File: src/rtl/ddsc_pkg.sv
`default_nettype none

package ddsc_pkg;

  // stream packing
  localparam int PD_W    = 25;
  localparam int SER_W   = 17;
  localparam int TDATA_W = 48;

  // calendar constants
  localparam logic [11:0] BASE_YEAR  = 12'd1900;
  localparam logic [11:0] LAST_YEAR  = 12'd2099;
  localparam logic [16:0] MAX_SERIAL = 17'd73050;
  localparam logic [16:0] CYCLE_DAYS = 17'd1461;

  // reciprocals: q0 = (x * R) >> S is the true quotient or one below it
  localparam logic [21:0] RECIP_10000 = 22'd3435973;  // 2^35 / 10000
  localparam logic [13:0] RECIP_100   = 14'd10485;    // 2^20 / 100
  localparam logic [16:0] RECIP_1461  = 17'd91866;    // just below 2^27 / 1461

  typedef enum logic {
    ACT_TO_SERIAL = 1'b0,
    ACT_TO_DATE   = 1'b1
  } act_t;

  typedef struct packed {
    logic s1_en;
    logic s2_en;
    logic s3_en;
    logic s4_en;
    logic s5_en;
  } ctl_t;

  typedef struct packed {
    act_t        act;
    logic [24:0] pd;
    logic [16:0] t;
    logic        sbad;
    logic [11:0] yq;
    logic [6:0]  nq;
  } s1_t;

  typedef struct packed {
    act_t        act;
    logic [11:0] year;
    logic [13:0] rem;
    logic [6:0]  ncyc;
    logic [10:0] rcyc;
    logic        sbad;
  } s2_t;

  typedef struct packed {
    act_t        act;
    logic        ybad;
    logic [7:0]  yoff;
    logic [13:0] rem;
    logic [6:0]  mq;
    logic [6:0]  ncyc;
    logic [1:0]  m;
    logic [8:0]  dl;
    logic        sbad;
  } s3_t;

  typedef struct packed {
    act_t        act;
    logic        bad;
    logic [7:0]  yoff;
    logic [3:0]  dmon;
    logic [4:0]  dday;
    logic [6:0]  ncyc;
    logic [1:0]  m;
    logic [3:0]  smon;
    logic [4:0]  sday;
  } s4_t;

  // days before month mon (1..12), leap day counted from March on
  function automatic logic [8:0] days_before(input logic [3:0] mon, input logic leap);
    logic [3:0] idx;
    logic [8:0] d;
    idx = mon - 4'd1;
    unique case (idx)
      4'd0:    d = 9'd0;
      4'd1:    d = 9'd31;
      4'd2:    d = 9'd59;
      4'd3:    d = 9'd90;
      4'd4:    d = 9'd120;
      4'd5:    d = 9'd151;
      4'd6:    d = 9'd181;
      4'd7:    d = 9'd212;
      4'd8:    d = 9'd243;
      4'd9:    d = 9'd273;
      4'd10:   d = 9'd304;
      default: d = 9'd334;
    endcase
    if (leap && idx >= 4'd2) begin
      d = d + 9'd1;
    end
    return d;
  endfunction

endpackage

`default_nettype wire

File: src/rtl/ddsc_divide.sv
`default_nettype none

module ddsc_divide
  import ddsc_pkg::*;
(
  input  wire logic        clk,
  input  wire ctl_t        ctl,
  input  wire act_t        action,
  input  wire logic [24:0] packed_date,
  input  wire logic [16:0] day_serial,
  output s2_t              s2
);

  s1_t s1;
  s1_t s1_next;
  s2_t s2_next;

  logic [46:0] ymul0;
  logic [33:0] nmul0;
  logic [16:0] t0;
  logic [25:0] ymul;
  logic [25:0] yrem;
  logic [16:0] nmul;
  logic [16:0] nrem;

  // stage 1: reciprocal estimates of yyyymmdd / 10000 and (serial-1) / 1461
  always_comb begin
    t0    = day_serial - 17'd1;
    ymul0 = 47'(packed_date) * 47'(RECIP_10000);
    nmul0 = 34'(t0) * 34'(RECIP_1461);
    s1_next.act  = action;
    s1_next.pd   = packed_date;
    s1_next.t    = t0;
    s1_next.sbad = (day_serial == 17'd0) || (day_serial > MAX_SERIAL);
    s1_next.yq   = ymul0[46:35];
    s1_next.nq   = nmul0[33:27];
  end

  // stage 2: back-multiply, one correction step each
  always_comb begin
    ymul = 26'(s1.yq) * 26'd10000;
    yrem = 26'(s1.pd) - ymul;
    nmul = 17'(s1.nq) * CYCLE_DAYS;
    nrem = s1.t - nmul;
    s2_next.act  = s1.act;
    s2_next.sbad = s1.sbad;
    if (yrem >= 26'd10000) begin
      s2_next.year = s1.yq + 12'd1;
      s2_next.rem  = 14'(yrem - 26'd10000);
    end else begin
      s2_next.year = s1.yq;
      s2_next.rem  = 14'(yrem);
    end
    if (nrem >= CYCLE_DAYS) begin
      s2_next.ncyc = s1.nq + 7'd1;
      s2_next.rcyc = 11'(nrem - CYCLE_DAYS);
    end else begin
      s2_next.ncyc = s1.nq;
      s2_next.rcyc = 11'(nrem);
    end
  end

  always_ff @(posedge clk) begin
    if (ctl.s1_en) begin
      s1 <= s1_next;
    end
    if (ctl.s2_en) begin
      s2 <= s2_next;
    end
  end

endmodule

`default_nettype wire

File: src/rtl/ddsc_locate.sv
`default_nettype none

module ddsc_locate
  import ddsc_pkg::*;
(
  input  wire logic clk,
  input  wire ctl_t ctl,
  input  wire s2_t  s2,
  output s4_t       s4
);

  s3_t s3;
  s3_t s3_next;
  s4_t s4_next;

  logic [26:0] mmul;
  logic [13:0] dmul;
  logic [13:0] drem;
  logic [6:0]  mon7;
  logic [6:0]  day7;
  logic        dbad;
  logic        leap;
  logic [3:0]  smon;
  logic [8:0]  sdb;

  // stage 3: month estimate, year within the four-year cycle
  always_comb begin
    mmul = 27'(s2.rem) * 27'(RECIP_100);
    s3_next.act  = s2.act;
    s3_next.ybad = (s2.year < BASE_YEAR) || (s2.year > LAST_YEAR);
    s3_next.yoff = 8'(s2.year - BASE_YEAR);
    s3_next.rem  = s2.rem;
    s3_next.mq   = mmul[26:20];
    s3_next.ncyc = s2.ncyc;
    s3_next.sbad = s2.sbad;
    if (s2.rcyc < 11'd366) begin
      s3_next.m  = 2'd0;
      s3_next.dl = 9'(s2.rcyc + 11'd1);
    end else if (s2.rcyc < 11'd731) begin
      s3_next.m  = 2'd1;
      s3_next.dl = 9'(s2.rcyc - 11'd365);
    end else if (s2.rcyc < 11'd1096) begin
      s3_next.m  = 2'd2;
      s3_next.dl = 9'(s2.rcyc - 11'd730);
    end else begin
      s3_next.m  = 2'd3;
      s3_next.dl = 9'(s2.rcyc - 11'd1095);
    end
  end

  // stage 4: month/day split and range check; month search for the serial
  always_comb begin
    dmul = 14'(s3.mq) * 14'd100;
    drem = s3.rem - dmul;
    if (drem >= 14'd100) begin
      mon7 = s3.mq + 7'd1;
      day7 = 7'(drem - 14'd100);
    end else begin
      mon7 = s3.mq;
      day7 = 7'(drem);
    end
    dbad = s3.ybad || (mon7 == 7'd0) || (mon7 > 7'd12) || (day7 == 7'd0) || (day7 > 7'd31);

    leap = (s3.m == 2'd0);
    smon = 4'd1;
    for (int k = 2; k <= 12; k++) begin
      if (s3.dl > days_before(4'(k), leap)) begin
        smon = 4'(k);
      end
    end
    sdb = days_before(smon, leap);

    s4_next.act  = s3.act;
    s4_next.bad  = (s3.act == ACT_TO_DATE) ? s3.sbad : dbad;
    s4_next.yoff = s3.yoff;
    s4_next.dmon = mon7[3:0];
    s4_next.dday = day7[4:0];
    s4_next.ncyc = s3.ncyc;
    s4_next.m    = s3.m;
    s4_next.smon = smon;
    s4_next.sday = 5'(s3.dl - sdb);
  end

  always_ff @(posedge clk) begin
    if (ctl.s3_en) begin
      s3 <= s3_next;
    end
    if (ctl.s4_en) begin
      s4 <= s4_next;
    end
  end

endmodule

`default_nettype wire

File: src/rtl/ddsc_assemble.sv
`default_nettype none

module ddsc_assemble
  import ddsc_pkg::*;
(
  input  wire logic  clk,
  input  wire ctl_t  ctl,
  input  wire s4_t   s4,
  output logic [16:0] serial_out,
  output logic [24:0] date_out,
  output logic        bad_input
);

  logic [16:0] serial_out_next;
  logic [24:0] date_out_next;
  logic [5:0]  ncyc_d;
  logic [1:0]  m_d;
  logic [16:0] cyc_days;
  logic [10:0] yr_days;
  logic [11:0] year_s;
  logic [25:0] ymul;

  always_comb begin
    // date to serial
    ncyc_d   = s4.yoff[7:2];
    m_d      = s4.yoff[1:0];
    cyc_days = 17'(ncyc_d) * CYCLE_DAYS;
    yr_days  = (m_d == 2'd0) ? 11'd0 : 11'(11'(m_d) * 11'd365 + 11'd1);
    // serial to date
    year_s   = BASE_YEAR + {3'b0, s4.ncyc, 2'b00} + 12'(s4.m);
    ymul     = 26'(year_s) * 26'd10000;

    serial_out_next = '0;
    date_out_next   = '0;
    if (!s4.bad) begin
      if (s4.act == ACT_TO_SERIAL) begin
        serial_out_next = cyc_days + 17'(yr_days)
                        + 17'(days_before(s4.dmon, m_d == 2'd0)) + 17'(s4.dday);
      end else begin
        date_out_next = 25'(ymul + 26'(s4.smon) * 26'd100 + 26'(s4.sday));
      end
    end
  end

  always_ff @(posedge clk) begin
    if (ctl.s5_en) begin
      serial_out <= serial_out_next;
      date_out   <= date_out_next;
      bad_input  <= s4.bad;
    end
  end

endmodule

`default_nettype wire

File: src/rtl/date_day_serial_converter_unit.sv
// An accepted input word passes through registered stages s1 to s5 to its result word on m_*.
// Throughput: one word per cycle; every stage holds while the one after it is
// full and stalled, so s_tready falls only when the whole pipe is backed up.
// Reset: rst (synchronous) clears the stage valid bits only; datapath
// registers are not reset.
`default_nettype none

module date_day_serial_converter_unit
  import ddsc_pkg::*;
(
  input  wire logic                clk,
  input  wire logic                rst,
  // input stream
  input  wire logic                s_tvalid,
  output logic                     s_tready,
  input  wire logic [TDATA_W-1:0]  s_tdata,   // [24:0] packed_date, [41:25] day_serial, pad
  input  wire logic                s_tuser,   // [0] action
  // result stream
  output logic                     m_tvalid,
  input  wire logic                m_tready,
  output logic [TDATA_W-1:0]       m_tdata,   // [16:0] serial_out, [41:17] date_out, pad
  output logic                     m_tuser    // [0] bad_input
);

  // Pipeline:
  //   s1  reciprocal estimates of yyyymmdd/10000 and (serial-1)/1461
  //   s2  back-multiply and one-step correction -> year, mmdd, cycle, day in cycle
  //   s3  month estimate; year within the cycle by compares at 366/731/1096
  //   s4  month/day correction and range check; month search over the table
  //   s5  final sums into the output register

  ctl_t        ctl;
  logic [4:0]  valid;   // bit k: stage k+1 holds a word
  s2_t         s2;
  s4_t         s4;
  logic [16:0] serial_out;
  logic [24:0] date_out;
  logic        bad_input;

  // a stage loads when empty or when the stage after it moves on
  always_comb begin
    ctl.s5_en = !valid[4] || m_tready;
    ctl.s4_en = !valid[3] || ctl.s5_en;
    ctl.s3_en = !valid[2] || ctl.s4_en;
    ctl.s2_en = !valid[1] || ctl.s3_en;
    ctl.s1_en = !valid[0] || ctl.s2_en;
  end

  assign s_tready = ctl.s1_en;

  always_ff @(posedge clk) begin
    if (rst) begin
      valid <= '0;
    end else begin
      if (ctl.s1_en) valid[0] <= s_tvalid;
      if (ctl.s2_en) valid[1] <= valid[0];
      if (ctl.s3_en) valid[2] <= valid[1];
      if (ctl.s4_en) valid[3] <= valid[2];
      if (ctl.s5_en) valid[4] <= valid[3];
    end
  end

  ddsc_divide u_divide (
    .clk         (clk),
    .ctl         (ctl),
    .action      (act_t'(s_tuser)),
    .packed_date (s_tdata[PD_W-1:0]),
    .day_serial  (s_tdata[PD_W+SER_W-1:PD_W]),
    .s2          (s2)
  );

  ddsc_locate u_locate (
    .clk (clk),
    .ctl (ctl),
    .s2  (s2),
    .s4  (s4)
  );

  ddsc_assemble u_assemble (
    .clk        (clk),
    .ctl        (ctl),
    .s4         (s4),
    .serial_out (serial_out),
    .date_out   (date_out),
    .bad_input  (bad_input)
  );

  assign m_tvalid = valid[4];
  assign m_tdata  = {{(TDATA_W-SER_W-PD_W){1'b0}}, date_out, serial_out};
  assign m_tuser  = bad_input;

`ifndef SYNTHESIS
  // a rejected word carries zero results
  a_bad_zero: assert property (@(posedge clk) disable iff (rst)
    m_tvalid && m_tuser |-> m_tdata == '0)
    else $error("bad word with non-zero result");

  // a good serial never exceeds the last day of 2099
  a_serial_range: assert property (@(posedge clk) disable iff (rst)
    m_tvalid |-> m_tdata[SER_W-1:0] <= MAX_SERIAL)
    else $error("serial result out of range");

  // an empty pipe always takes a word
  a_empty_ready: assert property (@(posedge clk) disable iff (rst)
    valid == '0 |-> s_tready)
    else $error("empty pipe not ready");

  // only one of the two results may be non-zero
  a_one_result: assert property (@(posedge clk) disable iff (rst)
    m_tvalid |-> (m_tdata[SER_W-1:0] == '0) || (m_tdata[PD_W+SER_W-1:SER_W] == '0))
    else $error("both results non-zero");
`endif

endmodule

`default_nettype wire

File: config.mk
export PLATFORM = sky130hd
export DESIGN_NAME = date_day_serial_converter_unit
export DESIGN_NICKNAME = d
export VERILOG_FILES = /design/src/rtl/ddsc_pkg.sv /design/src/rtl/ddsc_divide.sv /design/src/rtl/ddsc_locate.sv /design/src/rtl/ddsc_assemble.sv /design/src/rtl/date_day_serial_converter_unit.sv
export SDC_FILE = /design/constraint.sdc
export NUM_CORES = 2
export LEC_CHECK = 0
export ABC_AREA = 1
export BUFFER_PORTS_ARGS = -buffer_cell sky130_fd_sc_hd__clkbuf_2
export CAP_MARGIN = 25
export CORE_MARGIN = 2
export CORE_UTILIZATION = 45
export DETAILED_ROUTE_END_ITERATION = 10
export HOLD_SLACK_MARGIN = 0.02
export SYNTH_ARGS = -nofsm -noshare
export SYNTH_HDL_FRONTEND = slang
export SYNTH_SLANG_ARGS = --single-unit
File: constraint.sdc
create_clock -name clk -period 7.3 [get_ports clk]
set_input_delay 0 -clock clk [delete_from_list [all_inputs] [get_ports clk]]
set_output_delay 0 -clock clk [all_outputs]
set_load 0.02 [all_outputs]
==> impl_metrics.py <==
metrics = {
    "route": {
        "avgRoutedWirePerCell_um": 14.90,
        "route.detailed.drc": 0,
        "ant_nets": 0,
        "drt_first_pass_iters": 6,
        "wl_um": 87960,
        "post_drt_via_cell_ratio": 4.935,
        "drt-initial-drc-count": 1242,
        "vias": 29140,
    },
    "sta": {
        "finalClockSkew_ps": 18.52,
        "slew_violations": 0,
        "hold_viol_final": 0,
        "finalCritPeriodShare": 0.9324,
        "max_freq_ghz": 0.1469,
        "timing.final.setup_violations": 0,
        "grt_setup_unrepaired": "no",
        "slew_headroom": 0.3242,
        "period_needed_ps": 6806,
        "tightestPinTransition_ps": 1011,
        "setup_tns_ps": 0,
    },
    "place": {
        "buffer_ports.inserted": 91,
        "dp_hpwl_um": 75740,
        "gp_routability_congestion": 0.9026,
    },
    "global_routing": {
        "pin_count_of_the_biggest_net_entering_global_routing": 66,
        "grt_first_pass_wirelength_um": 149700,
        "globalRouteOverflowTotal": 0,
        "initial_antenna_violation_count": 1,
        "first_global_vias": 30190,
        "gr-usage-all-layers": 0.1952,
    },
    "die": {
        "floorplan.die.width_um": 306.2,
        "die_area_um2": 93740,
        "core.rowCount": 110,
        "design.portCount": 104,
        "chipHeight_um": 306.2,
        "coreArea_um2": 90290,
        "starting_density_of_the_core": 0.4551,
    },
    "logic_synthesis": {
        "number_of_synthesized_flops_with_an_enable_pin": 239,
        "yosysWarnings": 0,
        "synth.lib_cells_used.distinct": 67,
        "largest_family_of_logic_cells_by_synthesized_area": "adder cells",
        "post_synthesis_cells": 4533,
        "synthesis.area_um2": 41090,
        "synthArstFlopShare": 0,
        "ys.flop_type": "sky130_fd_sc_hd__edfxtp_1",
        "synth_fa_ha_area_frac": 0.4859,
        "synth_compound_gate_area_share": 0.07351,
        "synth-simple-area-share": 0.1109,
        "synthesis.area_per_instance_um2": 9.065,
        "seq_area_frac_synth": 0.1771,
        "synth_mux_area_frac": 0,
        "postSynthRegisterBits": 244,
        "synthXorXnorAreaFrac": 0.04114,
    },
    "clock_network": {
        "cts_tree": "yes",
        "number_of_buffers_between_clock_root_and_the_deepest_sink": 3,
        "cts.root.buffer_cell": "sky130_fd_sc_hd__clkbuf_16",
        "cts_buffers": 30,
        "worst_skew_pair.late_latency_ps": 590,
        "clkSlewWorstSetupHoldPaths_ps": 60,
        "cts.sinks": 244,
        "cts-htree-levels": 1,
    },
    "critical_path": {
        "cp_max_stage_delay_ps": 540,
        "worst_ep_required_time_ps": 7630,
        "reg2reg_depth": 35,
        "data_arrival_time_of_the_critical_path_ps": 7140,
        "critical_path_peak_fanout": 22,
        "cp_num_cells": 35,
        "slowest_stage": "sky130_fd_sc_hd__fa_1",
        "cp_top_family": "adder cells",
        "critical_path.most_common_cell": "sky130_fd_sc_hd__inv_1",
        "critical_path.n_buffers_inverters": 9,
        "setup.worst_path.end_class": "register",
        "startpoint_type": "register",
        "setup.worst_path.class": "reg2reg",
    },
    "finish": {
        "final_net_count": 6058,
        "layout_cells_sized_above_1": 0.04674,
        "synthToLayoutAreaGrowth_pct": 8.545,
        "nFillCells": 8643,
    },
    "job": {
        "max_cap_viol_count": 0,
    },
    "hold_path": {
        "worst_hold_path.num_cells": 4,
        "min_path_type": "in2reg",
    },
    "run_status": {
        "status": "complete, no violations",
    },
}
-- area by class of cell --
type | instances | area, um^2 | area share
tap | 1176 | 1471 | 0.03299
multi-input combinational | 3089 | 29310 | 0.6572
timing repair buffer | 159 | 1055 | 0.02365
antenna | 1 | 2.502 | 0.00005611
clock inverter | 25 | 277.8 | 0.006228
sequential | 244 | 7277 | 0.1632
inverter | 1180 | 4429 | 0.09931
clock buffer | 31 | 775.7 | 0.01739
-- worst paths after layout --
path                                 startpoint               to  slack (ps)
worst max-delay path            u_divide.s1[11]  u_divide.s2[28]         490
worst min-delay path                s_tdata[32]  u_divide.s1[27]         100
worst max register to register  u_divide.s1[11]  u_divide.s2[28]         490
worst min register to register  u_locate.s3[40]  u_locate.s4[27]         420
-- metrics by stage --
step / cell area [um^2] / utilization / hold slack [ps] / instances / setup WS (ps)
floorplan: 41110 / - / 69.07 / 4538 / 695.3
global placement: 43130 / 0.4777 / 208.4 / 5811 / 357.6
detailed placement: 43130 / 0.4777 / 208.3 / 5811 / 186.9
CTS: 44530 / 0.4932 / 40.46 / 5901 / 144.5
global route: 44600 / 0.4940 / 99.83 / 5904 / 8.418
finish: 44600 / 0.4940 / 95.14 / 5905 / 493.6
-- cell usage after synthesis (23+ instances only) --
cell	instances	area, um^2
sky130_fd_sc_hd__a31oi_1	23	143.9
sky130_fd_sc_hd__fa_1	491	9829
sky130_fd_sc_hd__o21ai_1	31	155.2
sky130_fd_sc_hd__xnor2_1	47	411.6
sky130_fd_sc_hd__nand2_1	554	2079
sky130_fd_sc_hd__nor3_1	38	190.2
sky130_fd_sc_hd__xor2_1	146	1279
sky130_fd_sc_hd__o21ai_0	118	590.6
sky130_fd_sc_hd__a21oi_1	239	1196
sky130_fd_sc_hd__nor2_1	218	818.3
sky130_fd_sc_hd__edfxtp_1	239	7177
sky130_fd_sc_hd__ha_1	810	10130
sky130_fd_sc_hd__nand4_1	65	406.6
sky130_fd_sc_hd__nor4_1	24	150.1
sky130_fd_sc_hd__nand3_1	122	610.6
sky130_fd_sc_hd__inv_1	1171	4395
-- registers in the layout, summed over array words and instances, names as in the netlist --
name and flops:
u_locate.s3 50, u_assemble.bad_input 1, valid 5, u_locate.s4 37, u_assemble.date_out 25, u_divide.s1 63, u_divide.s2 46, u_assemble.serial_out 17
-- cells by family after synthesis --
kind of cell             Yosys count
adder cells (fa/ha/maj)         1301
buffers and inverters           1206
AND/OR/NAND/NOR                 1059
AO/OA/AOI/OAI                    529
flip-flops                       244
XOR/XNOR                         193
other                              1
-- layer usage --
metal	wire length, um	vias to the layer above	global-route usage
met4	1621	0	0.03751
li1	-	14886	-
met3	2892	102	0.02074
met1	42440	13738	0.2688
met2	41000	414	0.3345
met5	0	-	0
-- worst register-to-register path, delay by kind of cell, from the launching register on --
| kind | cells | cell delay, ps |
|---|---|---|
| buffers and inverters | 9 | 770 |
| adders and majority gates | 7 | 2740 |
| AOI/OAI and AO/OA | 8 | 1370 |
| DFF | 1 | 340 |
| xor gates and xnor gates | 2 | 320 |
| and+or+nand+nor | 9 | 1030 |
-- cells in the final DEF (no fill, tap or decap), types with 10 or more instances in the layout --
master / n
sky130_fd_sc_hd__a21o_1: 13
sky130_fd_sc_hd__a21oi_1: 237
sky130_fd_sc_hd__a31oi_1: 23
sky130_fd_sc_hd__buf_4: 33
sky130_fd_sc_hd__clkbuf_16: 31
sky130_fd_sc_hd__clkbuf_2: 91
sky130_fd_sc_hd__dlygate4sd3_1: 34
sky130_fd_sc_hd__edfxtp_1: 239
sky130_fd_sc_hd__fa_1: 491
sky130_fd_sc_hd__ha_1: 810
sky130_fd_sc_hd__inv_1: 1166
sky130_fd_sc_hd__inv_2: 12
sky130_fd_sc_hd__nand2_1: 553
sky130_fd_sc_hd__nand3_1: 122
sky130_fd_sc_hd__nand3b_1: 11
sky130_fd_sc_hd__nand4_1: 65
sky130_fd_sc_hd__nor2_1: 218
sky130_fd_sc_hd__nor3_1: 38
sky130_fd_sc_hd__nor4_1: 24
sky130_fd_sc_hd__o211ai_1: 16
sky130_fd_sc_hd__o21a_1: 10
sky130_fd_sc_hd__o21ai_0: 114
sky130_fd_sc_hd__o21ai_1: 35
sky130_fd_sc_hd__o21bai_1: 15
sky130_fd_sc_hd__xnor2_1: 47
sky130_fd_sc_hd__xor2_1: 145
-- repair_timing --
item | CTS | global route
hold buffers | 34 | 0
endpoints found under the setup margin | 0 | 25
gates resized for setup | 0 | 15
endpoints found under the hold margin | 37 | 0
buffers inserted | 0 | 2
Power is left out: the tool's default activity adds up to more than one toggle a clock period on the data nets, which glitch-free logic cannot reach.
